File: src/rtl/ppsc_pkg.sv
// Package for the pressure loop speed controller.
// Holds field widths, mode codes, register indexes and reset values; no dependencies.
package ppsc_pkg;

   localparam int PRESS_W         = 16;
   localparam int ERR_W           = PRESS_W + 1;
   localparam int SPEED_W         = 24;
   localparam int SPEED_FRAC_BITS = 8;
   localparam int RPM_W           = SPEED_W - SPEED_FRAC_BITS;
   localparam int GAIN_W          = 32;
   localparam int BAND_W          = 16;
   localparam int MODE_W          = 2;
   localparam int CSR_IDX_W       = 3;
   localparam int CSR_DATA_W      = 32;

   localparam int MULB_W    = ERR_W + 2;
   localparam int PROD_W    = GAIN_W + MULB_W;
   localparam int ACC_W     = PROD_W + 1;
   localparam int RND_SHIFT = 16 - SPEED_FRAC_BITS;
   localparam int DELTA_W   = ACC_W - RND_SHIFT;
   localparam int SUM_W     = DELTA_W + 2;

   localparam int DIVD_W    = SPEED_W + PRESS_W;
   localparam int DIV_CNT_W = $clog2(DIVD_W + 1);

   localparam logic [ACC_W-1:0] RND_POS = ACC_W'(1 << (RND_SHIFT - 1));
   localparam logic [ACC_W-1:0] RND_NEG = ACC_W'((1 << (RND_SHIFT - 1)) - 1);

   localparam logic [MODE_W-1:0] MODE_PRESSURIZE = 2'd1;
   localparam logic [MODE_W-1:0] MODE_HOLD       = 2'd2;

   localparam logic [CSR_IDX_W-1:0] CSR_GAIN_P    = 3'd0;
   localparam logic [CSR_IDX_W-1:0] CSR_GAIN_I    = 3'd1;
   localparam logic [CSR_IDX_W-1:0] CSR_GAIN_D    = 3'd2;
   localparam logic [CSR_IDX_W-1:0] CSR_MAX_SPEED = 3'd3;
   localparam logic [CSR_IDX_W-1:0] CSR_MIN_HOLD  = 3'd4;
   localparam logic [CSR_IDX_W-1:0] CSR_HOLD_BAND = 3'd5;
   localparam logic [CSR_IDX_W-1:0] CSR_THRESHOLD = 3'd6;

   localparam logic [BAND_W-1:0]  HOLD_BAND_RST = 16'd100;
   localparam logic [SPEED_W-1:0] THRESHOLD_RST = 24'd1280;

endpackage

File: src/rtl/ppsc_div.sv
// Restoring divider, one quotient bit per cycle, for the hold-mode speed limit.
// Depends on ppsc_pkg for the operand widths.
module ppsc_div (
   input  logic                          clock,
   input  logic                          reset,
   input  logic                          start,
   input  logic [ppsc_pkg::DIVD_W-1:0]   dividend,
   input  logic [ppsc_pkg::BAND_W-1:0]   divisor,
   output logic                          done,
   output logic [ppsc_pkg::DIVD_W-1:0]   quotient
);
   import ppsc_pkg::*;

   logic                 busy_ff, busy_in;
   logic                 done_ff, done_in;
   logic [DIV_CNT_W-1:0] cnt_ff, cnt_in;
   logic [BAND_W-1:0]    rem_ff, rem_in;
   logic [BAND_W-1:0]    dvs_ff, dvs_in;
   logic [DIVD_W-1:0]    quo_ff, quo_in;
   logic [BAND_W:0]      shifted;
   logic [BAND_W:0]      trial;

   assign shifted = {rem_ff, quo_ff[DIVD_W-1]};
   assign trial   = shifted - {1'b0, dvs_ff};

   always_comb begin
      busy_in = busy_ff;
      done_in = 1'b0;
      cnt_in  = cnt_ff;
      rem_in  = rem_ff;
      dvs_in  = dvs_ff;
      quo_in  = quo_ff;
      if (start) begin
         busy_in = 1'b1;
         cnt_in  = DIV_CNT_W'(DIVD_W);
         rem_in  = '0;
         dvs_in  = divisor;
         quo_in  = dividend;
      end else if (busy_ff) begin
         if (!trial[BAND_W]) begin
            rem_in = trial[BAND_W-1:0];
            quo_in = {quo_ff[DIVD_W-2:0], 1'b1};
         end else begin
            rem_in = shifted[BAND_W-1:0];
            quo_in = {quo_ff[DIVD_W-2:0], 1'b0};
         end
         cnt_in = cnt_ff - 1'b1;
         if (cnt_ff == DIV_CNT_W'(1)) begin
            busy_in = 1'b0;
            done_in = 1'b1;
         end
      end
   end

   always_ff @(posedge clock) begin
      if (reset) begin
         busy_ff <= 1'b0;
         done_ff <= 1'b0;
         cnt_ff  <= '0;
      end else begin
         busy_ff <= busy_in;
         done_ff <= done_in;
         cnt_ff  <= cnt_in;
      end
      rem_ff <= rem_in;
      dvs_ff <= dvs_in;
      quo_ff <= quo_in;
   end

   assign done     = done_ff;
   assign quotient = quo_ff;

endmodule

File: src/rtl/pressure_pid_speed_controller_top.sv
// Pressure loop speed controller: incremental PID with anti-windup on one shared multiplier.
// A request runs the multiply, limit, rounding, sum, clamp and dispatch steps before rsp_valid;
// hold mode adds the limit multiply and the 40-step divider, and other modes go straight to dispatch.
// One transaction at a time: no new request is taken until its result is dispatched; a result
// that is not taken holds the sequencer in its dispatch step and stalls the input.
// Reset is synchronous and active high; it clears the PID state and loads register defaults.
module pressure_pid_speed_controller_top (
   input  logic                               clock,
   input  logic                               reset,
   input  logic                               req_valid,
   output logic                               req_ready,
   input  logic [ppsc_pkg::MODE_W-1:0]        req_mode,
   input  logic [ppsc_pkg::PRESS_W-1:0]       req_target_pressure,
   input  logic [ppsc_pkg::PRESS_W-1:0]       req_measured_pressure,
   output logic                               rsp_valid,
   input  logic                               rsp_ready,
   output logic [ppsc_pkg::SPEED_W-1:0]       rsp_speed_out,
   output logic                               rsp_send_speed,
   output logic [ppsc_pkg::RPM_W-1:0]         rsp_target_rpm,
   output logic                               rsp_slow_period,
   input  logic                               csr_valid,
   output logic                               csr_ready,
   input  logic [ppsc_pkg::CSR_IDX_W-1:0]     csr_index,
   input  logic [ppsc_pkg::CSR_DATA_W-1:0]    csr_wdata
);
   import ppsc_pkg::*;

   localparam logic [3:0] S_IDLE  = 4'd0;
   localparam logic [3:0] S_MP    = 4'd1;
   localparam logic [3:0] S_MI    = 4'd2;
   localparam logic [3:0] S_MD    = 4'd3;
   localparam logic [3:0] S_MA    = 4'd4;
   localparam logic [3:0] S_ML    = 4'd5;
   localparam logic [3:0] S_DIV   = 4'd6;
   localparam logic [3:0] S_DWAIT = 4'd7;
   localparam logic [3:0] S_LIM   = 4'd8;
   localparam logic [3:0] S_RND   = 4'd9;
   localparam logic [3:0] S_SUM   = 4'd10;
   localparam logic [3:0] S_CLMP  = 4'd11;
   localparam logic [3:0] S_SEND  = 4'd12;

   logic [3:0]                state_ff, state_in;
   logic signed [GAIN_W-1:0]  gain_p_ff, gain_p_in;
   logic signed [GAIN_W-1:0]  gain_i_ff, gain_i_in;
   logic signed [GAIN_W-1:0]  gain_d_ff, gain_d_in;
   logic [SPEED_W-1:0]        max_speed_ff, max_speed_in;
   logic [SPEED_W-1:0]        min_hold_ff, min_hold_in;
   logic [BAND_W-1:0]         band_ff, band_in;
   logic [SPEED_W-1:0]        thresh_ff, thresh_in;

   logic [MODE_W-1:0]         mode_ff, mode_in;
   logic signed [ERR_W-1:0]   err_ff, err_in;
   logic signed [ERR_W-1:0]   err_back1_ff, err_back1_in;
   logic signed [ERR_W-1:0]   err_back2_ff, err_back2_in;
   logic [SPEED_W-1:0]        pid_ff, pid_in;
   logic [SPEED_W-1:0]        last_sent_ff, last_sent_in;
   logic signed [PROD_W-1:0]  prod_ff, prod_in;
   logic signed [ACC_W-1:0]   acc_ff, acc_in;
   logic [SPEED_W-1:0]        lim_ff, lim_in;
   logic signed [DELTA_W-1:0] delta_ff, delta_in;
   logic signed [SUM_W-1:0]   sum_ff, sum_in;
   logic [SPEED_W-1:0]        speed_ff, speed_in;

   logic                      rsp_valid_ff, rsp_valid_in;
   logic [SPEED_W-1:0]        rsp_speed_ff, rsp_speed_in;
   logic                      rsp_send_ff, rsp_send_in;
   logic [RPM_W-1:0]          rsp_rpm_ff, rsp_rpm_in;
   logic                      rsp_slow_ff, rsp_slow_in;

   logic signed [ERR_W-1:0]   err_new;
   logic signed [MULB_W-1:0]  err_x, last_x, prev_x, diff1, diff2;
   logic signed [GAIN_W-1:0]  mul_a;
   logic signed [MULB_W-1:0]  mul_b;
   logic signed [PROD_W-1:0]  mul_p;
   logic signed [ACC_W-1:0]   rnd_sum;
   logic signed [SUM_W-1:0]   sum_val, lim_s, pid_s;
   logic                      drop;
   logic [BAND_W-1:0]         band_eff;
   logic                      div_start, div_done;
   logic [DIVD_W-1:0]         div_quot;
   logic [SPEED_W-1:0]        lim_raw;
   logic [SPEED_W-1:0]        speed_diff, sent_sel;
   logic                      send;
   logic [ERR_W-1:0]          err_abs;
   logic [ERR_W+3:0]          err_x10, band_x3;
   logic                      slow;
   logic                      out_free;

   assign err_new  = $signed({1'b0, req_target_pressure}) - $signed({1'b0, req_measured_pressure});
   assign err_x    = MULB_W'(err_ff);
   assign last_x   = MULB_W'(err_back1_ff);
   assign prev_x   = MULB_W'(err_back2_ff);
   assign diff1    = err_x - last_x;
   assign diff2    = err_x - (last_x <<< 1) + prev_x;
   assign band_eff = (band_ff == '0) ? BAND_W'(1) : band_ff;

   always_comb begin
      case (state_ff)
         S_MP: begin
            mul_a = gain_p_ff;
            mul_b = diff1;
         end
         S_MI: begin
            mul_a = gain_i_ff;
            mul_b = err_x;
         end
         S_MD: begin
            mul_a = gain_d_ff;
            mul_b = diff2;
         end
         default: begin
            mul_a = $signed({{(GAIN_W-SPEED_W){1'b0}}, max_speed_ff});
            mul_b = err_x;
         end
      endcase
   end

   assign mul_p = mul_a * mul_b;

   assign rnd_sum = acc_ff + $signed(acc_ff[ACC_W-1] ? RND_NEG : RND_POS);
   assign lim_s   = $signed({{(SUM_W-SPEED_W){1'b0}}, lim_ff});
   assign pid_s   = $signed({{(SUM_W-SPEED_W){1'b0}}, pid_ff});
   assign sum_val = SUM_W'(delta_ff) + pid_s;
   assign drop    = (sum_val > lim_s && delta_ff > 0) || (sum_val < 0 && delta_ff < 0);

   assign lim_raw = (err_ff > 0) ?
                    ((|div_quot[DIVD_W-1:SPEED_W]) ? {SPEED_W{1'b1}} : div_quot[SPEED_W-1:0]) :
                    '0;

   assign speed_diff = (speed_ff >= last_sent_ff) ? speed_ff - last_sent_ff
                                                  : last_sent_ff - speed_ff;
   assign send       = speed_diff > thresh_ff;
   assign sent_sel   = send ? speed_ff : last_sent_ff;
   assign err_abs    = err_ff[ERR_W-1] ? ERR_W'(-err_ff) : ERR_W'(err_ff);
   assign err_x10    = ({4'b0, err_abs} << 3) + ({4'b0, err_abs} << 1);
   assign band_x3    = (ERR_W+4)'({band_eff, 1'b0}) + (ERR_W+4)'(band_eff);
   assign slow       = (mode_ff == MODE_HOLD) && (err_x10 < band_x3);
   assign out_free   = !rsp_valid_ff || rsp_ready;

   assign div_start = (state_ff == S_DIV);

   ppsc_div u_div (
      .clock    (clock),
      .reset    (reset),
      .start    (div_start),
      .dividend (prod_ff[DIVD_W-1:0]),
      .divisor  (band_eff),
      .done     (div_done),
      .quotient (div_quot)
   );

   always_comb begin
      gain_p_in    = gain_p_ff;
      gain_i_in    = gain_i_ff;
      gain_d_in    = gain_d_ff;
      max_speed_in = max_speed_ff;
      min_hold_in  = min_hold_ff;
      band_in      = band_ff;
      thresh_in    = thresh_ff;
      if (csr_valid) begin
         case (csr_index)
            CSR_GAIN_P:    gain_p_in    = $signed(csr_wdata);
            CSR_GAIN_I:    gain_i_in    = $signed(csr_wdata);
            CSR_GAIN_D:    gain_d_in    = $signed(csr_wdata);
            CSR_MAX_SPEED: max_speed_in = csr_wdata[SPEED_W-1:0];
            CSR_MIN_HOLD:  min_hold_in  = csr_wdata[SPEED_W-1:0];
            CSR_HOLD_BAND: band_in      = csr_wdata[BAND_W-1:0];
            CSR_THRESHOLD: thresh_in    = csr_wdata[SPEED_W-1:0];
            default: ;
         endcase
      end
   end

   always_comb begin
      state_in     = state_ff;
      mode_in      = mode_ff;
      err_in       = err_ff;
      err_back1_in = err_back1_ff;
      err_back2_in = err_back2_ff;
      pid_in       = pid_ff;
      last_sent_in = last_sent_ff;
      prod_in      = prod_ff;
      acc_in       = acc_ff;
      lim_in       = lim_ff;
      delta_in     = delta_ff;
      sum_in       = sum_ff;
      speed_in     = speed_ff;
      rsp_valid_in = rsp_valid_ff && !rsp_ready;
      rsp_speed_in = rsp_speed_ff;
      rsp_send_in  = rsp_send_ff;
      rsp_rpm_in   = rsp_rpm_ff;
      rsp_slow_in  = rsp_slow_ff;
      case (state_ff)
         S_IDLE: begin
            if (req_valid) begin
               mode_in = req_mode;
               err_in  = err_new;
               if (req_mode == MODE_PRESSURIZE || req_mode == MODE_HOLD) begin
                  state_in = S_MP;
               end else begin
                  err_back1_in = '0;
                  err_back2_in = '0;
                  pid_in       = '0;
                  speed_in     = '0;
                  state_in     = S_SEND;
               end
            end
         end
         S_MP: begin
            prod_in  = mul_p;
            state_in = S_MI;
         end
         S_MI: begin
            acc_in   = ACC_W'(prod_ff);
            prod_in  = mul_p;
            state_in = S_MD;
         end
         S_MD: begin
            acc_in   = acc_ff + ACC_W'(prod_ff);
            prod_in  = mul_p;
            state_in = S_MA;
         end
         S_MA: begin
            acc_in   = acc_ff + ACC_W'(prod_ff);
            state_in = (mode_ff == MODE_HOLD) ? S_ML : S_LIM;
         end
         S_ML: begin
            prod_in  = mul_p;
            state_in = S_DIV;
         end
         S_DIV: begin
            state_in = S_DWAIT;
         end
         S_DWAIT: begin
            if (div_done) begin
               state_in = S_LIM;
            end
         end
         S_LIM: begin
            if (mode_ff == MODE_HOLD) begin
               lim_in = (lim_raw < min_hold_ff) ? min_hold_ff : lim_raw;
            end else begin
               lim_in = max_speed_ff;
            end
            state_in = S_RND;
         end
         S_RND: begin
            delta_in = rnd_sum[ACC_W-1:RND_SHIFT];
            state_in = S_SUM;
         end
         S_SUM: begin
            sum_in   = drop ? pid_s : sum_val;
            state_in = S_CLMP;
         end
         S_CLMP: begin
            if (sum_ff > lim_s) begin
               speed_in = lim_ff;
            end else if (sum_ff < 0) begin
               speed_in = '0;
            end else begin
               speed_in = sum_ff[SPEED_W-1:0];
            end
            pid_in       = speed_in;
            err_back2_in = err_back1_ff;
            err_back1_in = err_ff;
            state_in     = S_SEND;
         end
         S_SEND: begin
            if (out_free) begin
               rsp_valid_in = 1'b1;
               rsp_speed_in = speed_ff;
               rsp_send_in  = send;
               rsp_rpm_in   = sent_sel[SPEED_W-1:SPEED_FRAC_BITS];
               rsp_slow_in  = slow;
               last_sent_in = sent_sel;
               state_in     = S_IDLE;
            end
         end
         default: begin
            state_in = S_IDLE;
         end
      endcase
   end

   always_ff @(posedge clock) begin
      if (reset) begin
         state_ff     <= S_IDLE;
         gain_p_ff    <= '0;
         gain_i_ff    <= '0;
         gain_d_ff    <= '0;
         max_speed_ff <= '0;
         min_hold_ff  <= '0;
         band_ff      <= HOLD_BAND_RST;
         thresh_ff    <= THRESHOLD_RST;
         err_back1_ff <= '0;
         err_back2_ff <= '0;
         pid_ff       <= '0;
         last_sent_ff <= '0;
         rsp_valid_ff <= 1'b0;
      end else begin
         state_ff     <= state_in;
         gain_p_ff    <= gain_p_in;
         gain_i_ff    <= gain_i_in;
         gain_d_ff    <= gain_d_in;
         max_speed_ff <= max_speed_in;
         min_hold_ff  <= min_hold_in;
         band_ff      <= band_in;
         thresh_ff    <= thresh_in;
         err_back1_ff <= err_back1_in;
         err_back2_ff <= err_back2_in;
         pid_ff       <= pid_in;
         last_sent_ff <= last_sent_in;
         rsp_valid_ff <= rsp_valid_in;
      end
      mode_ff      <= mode_in;
      err_ff       <= err_in;
      prod_ff      <= prod_in;
      acc_ff       <= acc_in;
      lim_ff       <= lim_in;
      delta_ff     <= delta_in;
      sum_ff       <= sum_in;
      speed_ff     <= speed_in;
      rsp_speed_ff <= rsp_speed_in;
      rsp_send_ff  <= rsp_send_in;
      rsp_rpm_ff   <= rsp_rpm_in;
      rsp_slow_ff  <= rsp_slow_in;
   end

   assign req_ready       = (state_ff == S_IDLE);
   assign csr_ready       = 1'b1;
   assign rsp_valid       = rsp_valid_ff;
   assign rsp_speed_out   = rsp_speed_ff;
   assign rsp_send_speed  = rsp_send_ff;
   assign rsp_target_rpm  = rsp_rpm_ff;
   assign rsp_slow_period = rsp_slow_ff;

   // A new result is only ever loaded from the dispatch step.
   a_rsp_from_send: assert property (@(posedge clock) disable iff (reset)
      $rose(rsp_valid) |-> $past(state_ff) == S_SEND)
      else $error("result appeared outside the dispatch step");

   // A dispatched speed and the reported integer rpm agree.
   a_rpm_matches: assert property (@(posedge clock) disable iff (reset)
      rsp_valid && rsp_send_speed |->
         rsp_target_rpm == rsp_speed_out[SPEED_W-1:SPEED_FRAC_BITS])
      else $error("target rpm does not match dispatched speed");

   // The divider finishes only while the sequencer waits for it.
   a_div_done_wait: assert property (@(posedge clock) disable iff (reset)
      div_done |-> state_ff == S_DWAIT)
      else $error("divider finished outside its wait step");

   // The PID output never exceeds the limit it was clamped against.
   a_clamp: assert property (@(posedge clock) disable iff (reset)
      state_ff == S_CLMP |=> pid_ff <= lim_ff)
      else $error("PID output above its limit");

endmodule

File: config.mk
export PLATFORM = sky130hd
export DESIGN_NAME = pressure_pid_speed_controller_top
export DESIGN_NICKNAME = d
export VERILOG_FILES = /design/src/rtl/ppsc_pkg.sv /design/src/rtl/ppsc_div.sv /design/src/rtl/pressure_pid_speed_controller_top.sv
export SDC_FILE = /design/constraint.sdc
export NUM_CORES = 2
export LEC_CHECK = 0
export BUFFER_PORTS_ARGS = -buffer_cell sky130_fd_sc_hd__buf_2
export CAP_MARGIN = 10
export CORE_MARGIN = 2
export CORE_UTILIZATION = 45
export CTS_CLUSTER_SIZE = 40
export DETAILED_ROUTE_END_ITERATION = 16
export PLACE_DENSITY = 0.68
export SYNTH_ARGS = -nofsm -noshare
export SYNTH_HDL_FRONTEND = slang
export SYNTH_SLANG_ARGS = --single-unit
File: constraint.sdc
create_clock -name clock -period 11.2 [get_ports clock]
set_clock_uncertainty 0.05 [all_clocks]
set_input_delay 2.8 -clock clock [delete_from_list [all_inputs] [get_ports clock]]
set_output_delay 2.8 -clock clock [all_outputs]
set_load 0.01 [all_outputs]
======== After elaboration in Yosys (flattened, before gate mapping) ========
Cells that the tools add are included.
operators by class
  equality and inequality tests ........... 26
  order comparisons ....................... 11
  muxes and demuxes ....................... 40
  multipliers ............................. 1
  reduce and logical (&&, ||, !) cells .... 32
  $add $sub $neg .......................... 14
  bitwise logic cells ..................... 1
operators with widths
  operator               number
  $mux W24               11
  $pmux W52 S2           1
  $pmux W32 S3           1
  $gt A45 B25 Y1         2
  $lt A45 B1 Y1 const B  2
  $mux W40               2
  $pmux W17 S2           2
  $add A52 B51 Y52       1
  $add A52 B9 Y52        1
  $pmux W4 S13           1
  $mul A32 B19 Y51       1
  $mux W17               3
  $pmux W24 S2           1
  $sub A24 B24 Y24       2
  $add A44 B25 Y45       1
  $gt A44 B1 Y1 const B  1
  $lt A44 B1 Y1 const B  1
  $pmux W19 S2           1
  $mux W16               2
  $ge A24 B24 Y1         1
  $gt A24 B24 Y1         1
  $lt A24 B24 Y1         1
  $add A20 B18 Y21       1
  $lt A21 B18 Y1         1
  39 further kinds       83
storage, ports and cells
  input bits .............................. 74
  output and inout port bits .............. 45
  word-level logic and storage cells ...... 159
  flip-flop bits (word level) ............. 652

======== Longest topological paths before layout ========
  depth in word-level cells ............... 6
  gate-level depth with buffers ........... 40
  gate-level depth less buffers ........... 39

======== By module ========
Synthesis repeated with hierarchy kept, for this count alone.
unflattened totals
  cell total of the unflattened synthesis .. 7089
  area, all modules ....................... 63145.6 um^2
by module, submodules not included
  module                             sequential area each (um^2)  times used  cells an instance  area each (um^2)
  pressure_pid_speed_controller_top  14463.9                      1           6714               58837.7
  ppsc_div                           2162.1                       1           375                4307.9

======== Least setup slack after synthesis ========
No wires, ideal clock.
  path type ............................... register -> register
  start point ............................. reg err_ff[2]
  end point ............................... reg prod_ff[46], data pin
  buffers on the path ..................... 1
  setup time .............................. 0.265 ns
  path slack .............................. 1.575 ns
  data required time ...................... 10.885 ns
  period minus slack after synthesis ...... 9.625 ns
  cell stages (with the launch flop) ...... 38
  arrival ................................. 9.310 ns
  cells stage by stage .................... edfxtp_1 > inv_1 > fa_1 > inv_1 > ha_1 > a21oi_1 > o21ai_0 > a211oi_1 > o21ai_1 > a31oi_1 > nor2b_1 > o21ai_0 > a21oi_1 > a221oi_1 > clkbuf_1 > nor2_1 > fa_1 > inv_1 > (+2 left out) > fa_1 > fa_1 > fa_1 > fa_1 > inv_1 > fa_1 > inv_1 > ha_1 > o21a_1 > nor2_1 > a21oi_1 > a21oi_1 > o21bai_1 > a2111oi_2 > nor4_1 > o21ai_0 > o211ai_1 > xor2_1
on the way
  longest elaborated chain between the ends .. 4
  elaborated cells between the ends (all ways) .. 5
  those cells by class .................... 3 x add/sub; 1 x mul; 1 x mux
ends and longest elaborated chain
  element                 line                                      source
  from (decl)             pressure_pid_speed_controller_top.sv:52   logic signed [ERR_W-1:0] err_ff, err_in;
  from (signal assigned)  pressure_pid_speed_controller_top.sv:316  err_ff <= err_in;
  $sub A17 B18 Y19        pressure_pid_speed_controller_top.sv:94   assign diff2 = err_x - (last_x <<< 1) + prev_x;
  $add A19 B17 Y19        pressure_pid_speed_controller_top.sv:94
  $pmux W19 S2 (*)        pressure_pid_speed_controller_top.sv:98   case (state_ff)
  $mul A32 B19 Y51 (*)    pressure_pid_speed_controller_top.sv:118  assign mul_p = mul_a * mul_b;
  via mul_p[46]           pressure_pid_speed_controller_top.sv:74   logic signed [PROD_W-1:0] mul_p;
  to (signal assigned)    pressure_pid_speed_controller_top.sv:317  prod_ff <= prod_in;
  to (decl)               pressure_pid_speed_controller_top.sv:57   logic signed [PROD_W-1:0] prod_ff, prod_in;
Mark *: on every way through the listed nets, which the timed path passes. The rest lies on a longest branch.
A chain may end at the register's enable or synchronous reset.

======== Worst setup path in the final report ========
  start point ............................. reg err_ff[0]
  end point ............................... reg prod_ff[44], data pin
The elaborated chain is that of the path after synthesis.

==> summary.txt <==
Hold path
  • Hold Crit Start: gain_p_ff[11]$_SDFFE_PP0P_
  • Hold Path Class: reg2reg

Clocking
  • Clk pin slew, worst setup/hold paths: around 0.060 ns
  • Sink Count: around 650
  • Post-CTS sizing: 0
  • Hold_buf cts: 0
  • Max Root-Sink Buffers: 3
  • CTS H-tree lvls: 3
  • Root Buffer Master: clkbuf_16
  • CTS tree: done
  • Post-CTS setup buffer count: 0
  • Worst skew pair latency: about 0.70 ns
  • CTS buffer count: 74

Cells and area
  • Area delta synth->final: 8.48%
  • Final nets: about 8,300
  • Share of cells above drive strength 1: 6.75%
  • Fillers: 13,200

Worst setup path
  • CP peak stage delay: 0.58 ns
  • Crit. Startpoint: err_ff[0]$_DFFE_PP_
  • CP max stage cell: fa_1
  • Setup crit start kind: flop
  • Critical Path RT: 11.58 ns
  • Crit path kind: reg2reg
  • Flop2flop setup slack: ~0.8 ns
  • Critical Path Fanout Max: 30
  • Most frequent CP cell: fa_1
  • CP arrival: 10.81 ns
  • Worst R2R Start: err_ff[0]$_DFFE_PP_
  • Crit end category: flop

Global routing
  • Vias in the first global route: 51,500
  • Largest net degree at the start of global routing: around 100
  • Initial antenna violation count: 6
  • Overflow after GRT: 0
  • Total GRT Usage: between 20% and 30%
  • First-pass GRT wire length: 292,000 um

Die
  • Die width: between 300 and 400 um
  • Die height: ~380 um
  • Io pins: 119
  • Die area: between 100,000 and 150,000 um^2
  • Row cnt: approximately 140
  • Starting Density: 45.4%
  • Core footprint: around 140,000 um^2

Routing
  • Drt first pass iters: 9
  • DR iter-0 viols: ~4,500
  • Via count: 51,800
  • Drt drc: 0
  • Post-route antenna net violation count: 0
  • Via density per instance: approximately 5.7
  • DR WL/cell: just over 20 um
  • DRT Wirelength: 185,000 um

Logic synthesis
  • Post-synth cell types: a little under 100
  • Synth Instances: a little over 7,000
  • Register area share after synthesis: between 20% and 30%
  • Post-synth top flop: edfxtp_1
  • #FFs+latches synth: 652
  • Synth top area cells: fa_1, edfxtp_1, ha_1
  • Most frequent cells after synthesis: nand2_1, inv_1, fa_1, ha_1, a21oi_1
  • FFs w/ async S/R, synth: 0%
  • Synthesis Warnings: 0
  • Post-synth top area share: between 10% and 20%
  • Mapped Area: roughly 63,000 um^2
  • Most frequent cell after synthesis: nand2_1
  • Dominant cell type by area after synthesis: fa_1
  • Syn avg cell area: slightly below 9 um^2
  • EDFF count, synth: between 300 and 400
  • Syn_nets: 8,356

Timing
  • Fin crit share: around 93%
  • # setup viols final: 0
  • FMAX: approximately 96 MHz
  • Slew headroom: between 10% and 20%
  • RSZ-0062 raised after global routing: no
  • Final min period: around 10 ns
  • Final Max Slew Viols: 0
  • Setup TNS: 0 ns
  • Worst slew pin tran: 1.27 ns
  • Final hold viol count: 0

Status
  • Status: complete, no violations

Placement
  • Detailed Place HPWL: 141,000 um
  • GP Congestion: approximately 0.95
  • Port bufs: about 120

Flow run
  • Max Cap Violations: 0
## worst paths after layout
kind	end	depth (start not counted)
worst min-delay path	gain_p_ff[11]$_SDFFE_PP0P_	2
worst max register to register	prod_ff[44]$_DFFE_PP_	35
worst max-delay path	prod_ff[44]$_DFFE_PP_	35
worst min register to register	gain_p_ff[11]$_SDFFE_PP0P_	2
## kinds of logic after synthesis
kind of cell	after synthesis	synth area share (%)
mux	135	2.23
buf+inv	1248	7.46
simple gates	2364	17.0
compound gates	1384	13.8
fa+ha+maj	1105	29.2
other cells	1	0.00593
xor+xnor	288	3.99
flops	652	26.3
## metal layers
| metal | track usage, % | vias up | wire length, um |
|---|---|---|---|
| met5 | 0 | - | 27 |
| met3 | 4.92 | 372 | 15100 |
| met1 | 35.4 | 25400 | 80200 |
| met2 | 40.8 | 2038 | 82300 |
| li1 | - | 24000 | - |
| met4 | 9.07 | 4 | 7150 |
## cell usage in the layout (no fill, tap or decap), types with 16 or more instances in the layout
| master | count |
|---|---|
| nand4b_1 | 27 |
| mux2_2 | 40 |
| edfxtp_1 | 357 |
| a22oi_1 | 41 |
| nand3_1 | 136 |
| a21boi_0 | 17 |
| fa_1 | 617 |
| clkbuf_1 | 19 |
| buf_2 | 116 |
| nand4_1 | 72 |
| and3_1 | 40 |
| or3_1 | 45 |
| inv_1 | 916 |
| mux2i_1 | 93 |
| a222oi_1 | 18 |
| nor2b_1 | 76 |
| o211ai_1 | 36 |
| or2_2 | 16 |
| o21bai_1 | 41 |
| ha_1 | 488 |
| nand2b_1 | 102 |
| o21ai_0 | 280 |
| a21o_1 | 123 |
| dfxtp_1 | 294 |
| o311ai_0 | 20 |
| nor2_1 | 382 |
| nand2_1 | 1175 |
| o22ai_1 | 24 |
| xor2_1 | 91 |
| a21oi_1 | 453 |
| nor3_1 | 97 |
| o21a_1 | 72 |
| nor4_1 | 32 |
| nor3b_1 | 30 |
| xnor2_1 | 197 |
| a211oi_1 | 45 |
| a31oi_1 | 36 |
| buf_4 | 117 |
| and2_1 | 76 |
| clkbuf_16 | 75 |
## registers in the layout, indices dropped and copies added, names as in the netlist, 32 cells and up
| signal | count |
|---|---|
| delta_ff | 44 |
| prod_ff | 51 |
| acc_ff | 52 |
| u_div.quotient | 40 |
| sum_ff | 45 |
| gain_d_ff | 32 |
| gain_i_ff | 32 |
| gain_p_ff | 32 |
## stage by stage
| step | cells | setup slack, ns | util [%] | cell area [um^2] | hold slack (ns) |
|---|---|---|---|---|---|
| 2_1_floorplan | 7177 | 1.58 | - | 63300 | 0.382 |
| 3_3_place_gp | 8956 | 0.696 | 47.4 | 66100 | 0.388 |
| 3_5_place_dp | 8956 | 0.608 | 47.4 | 66100 | 0.394 |
| 4_1_cts | 9091 | 0.572 | 49.2 | 68600 | 0.402 |
| 5_1_grt | 9093 | 0.0965 | 49.2 | 68700 | 0.423 |
| 6_report | 9093 | 0.779 | 49.2 | 68700 | 0.400 |
## critical path: cells and delay by family (launching register included)
| kind | cells | cell delay (ns) |
|---|---|---|
| adders and majority gates | 10 | 4.11 |
| AOI/OAI and AO/OA | 16 | 3.67 |
| and+or+nand+nor | 5 | 0.95 |
| buffers and inverters | 3 | 0.64 |
| DFF | 1 | 0.54 |
| xor gates and xnor gates | 1 | 0.19 |
## layout make-up
class | count | area [um^2] | area share, %
Clock buffer | 101 | 2040 | 2.97
Multi-Input combinational cell | 5277 | 42200 | 61.5
Sequential cell | 652 | 16600 | 24.2
Tap cell | 1876 | 2350 | 3.42
Timing Repair Buffer | 235 | 1490 | 2.17
Antenna cell | 1 | 2.50 | 0.00364
Inverter | 917 | 3440 | 5.01
Clock inverter | 34 | 477 | 0.694
Power is left out: the tool's default activity adds up to more than one toggle a clock period on the data nets, which glitch-free logic cannot reach.
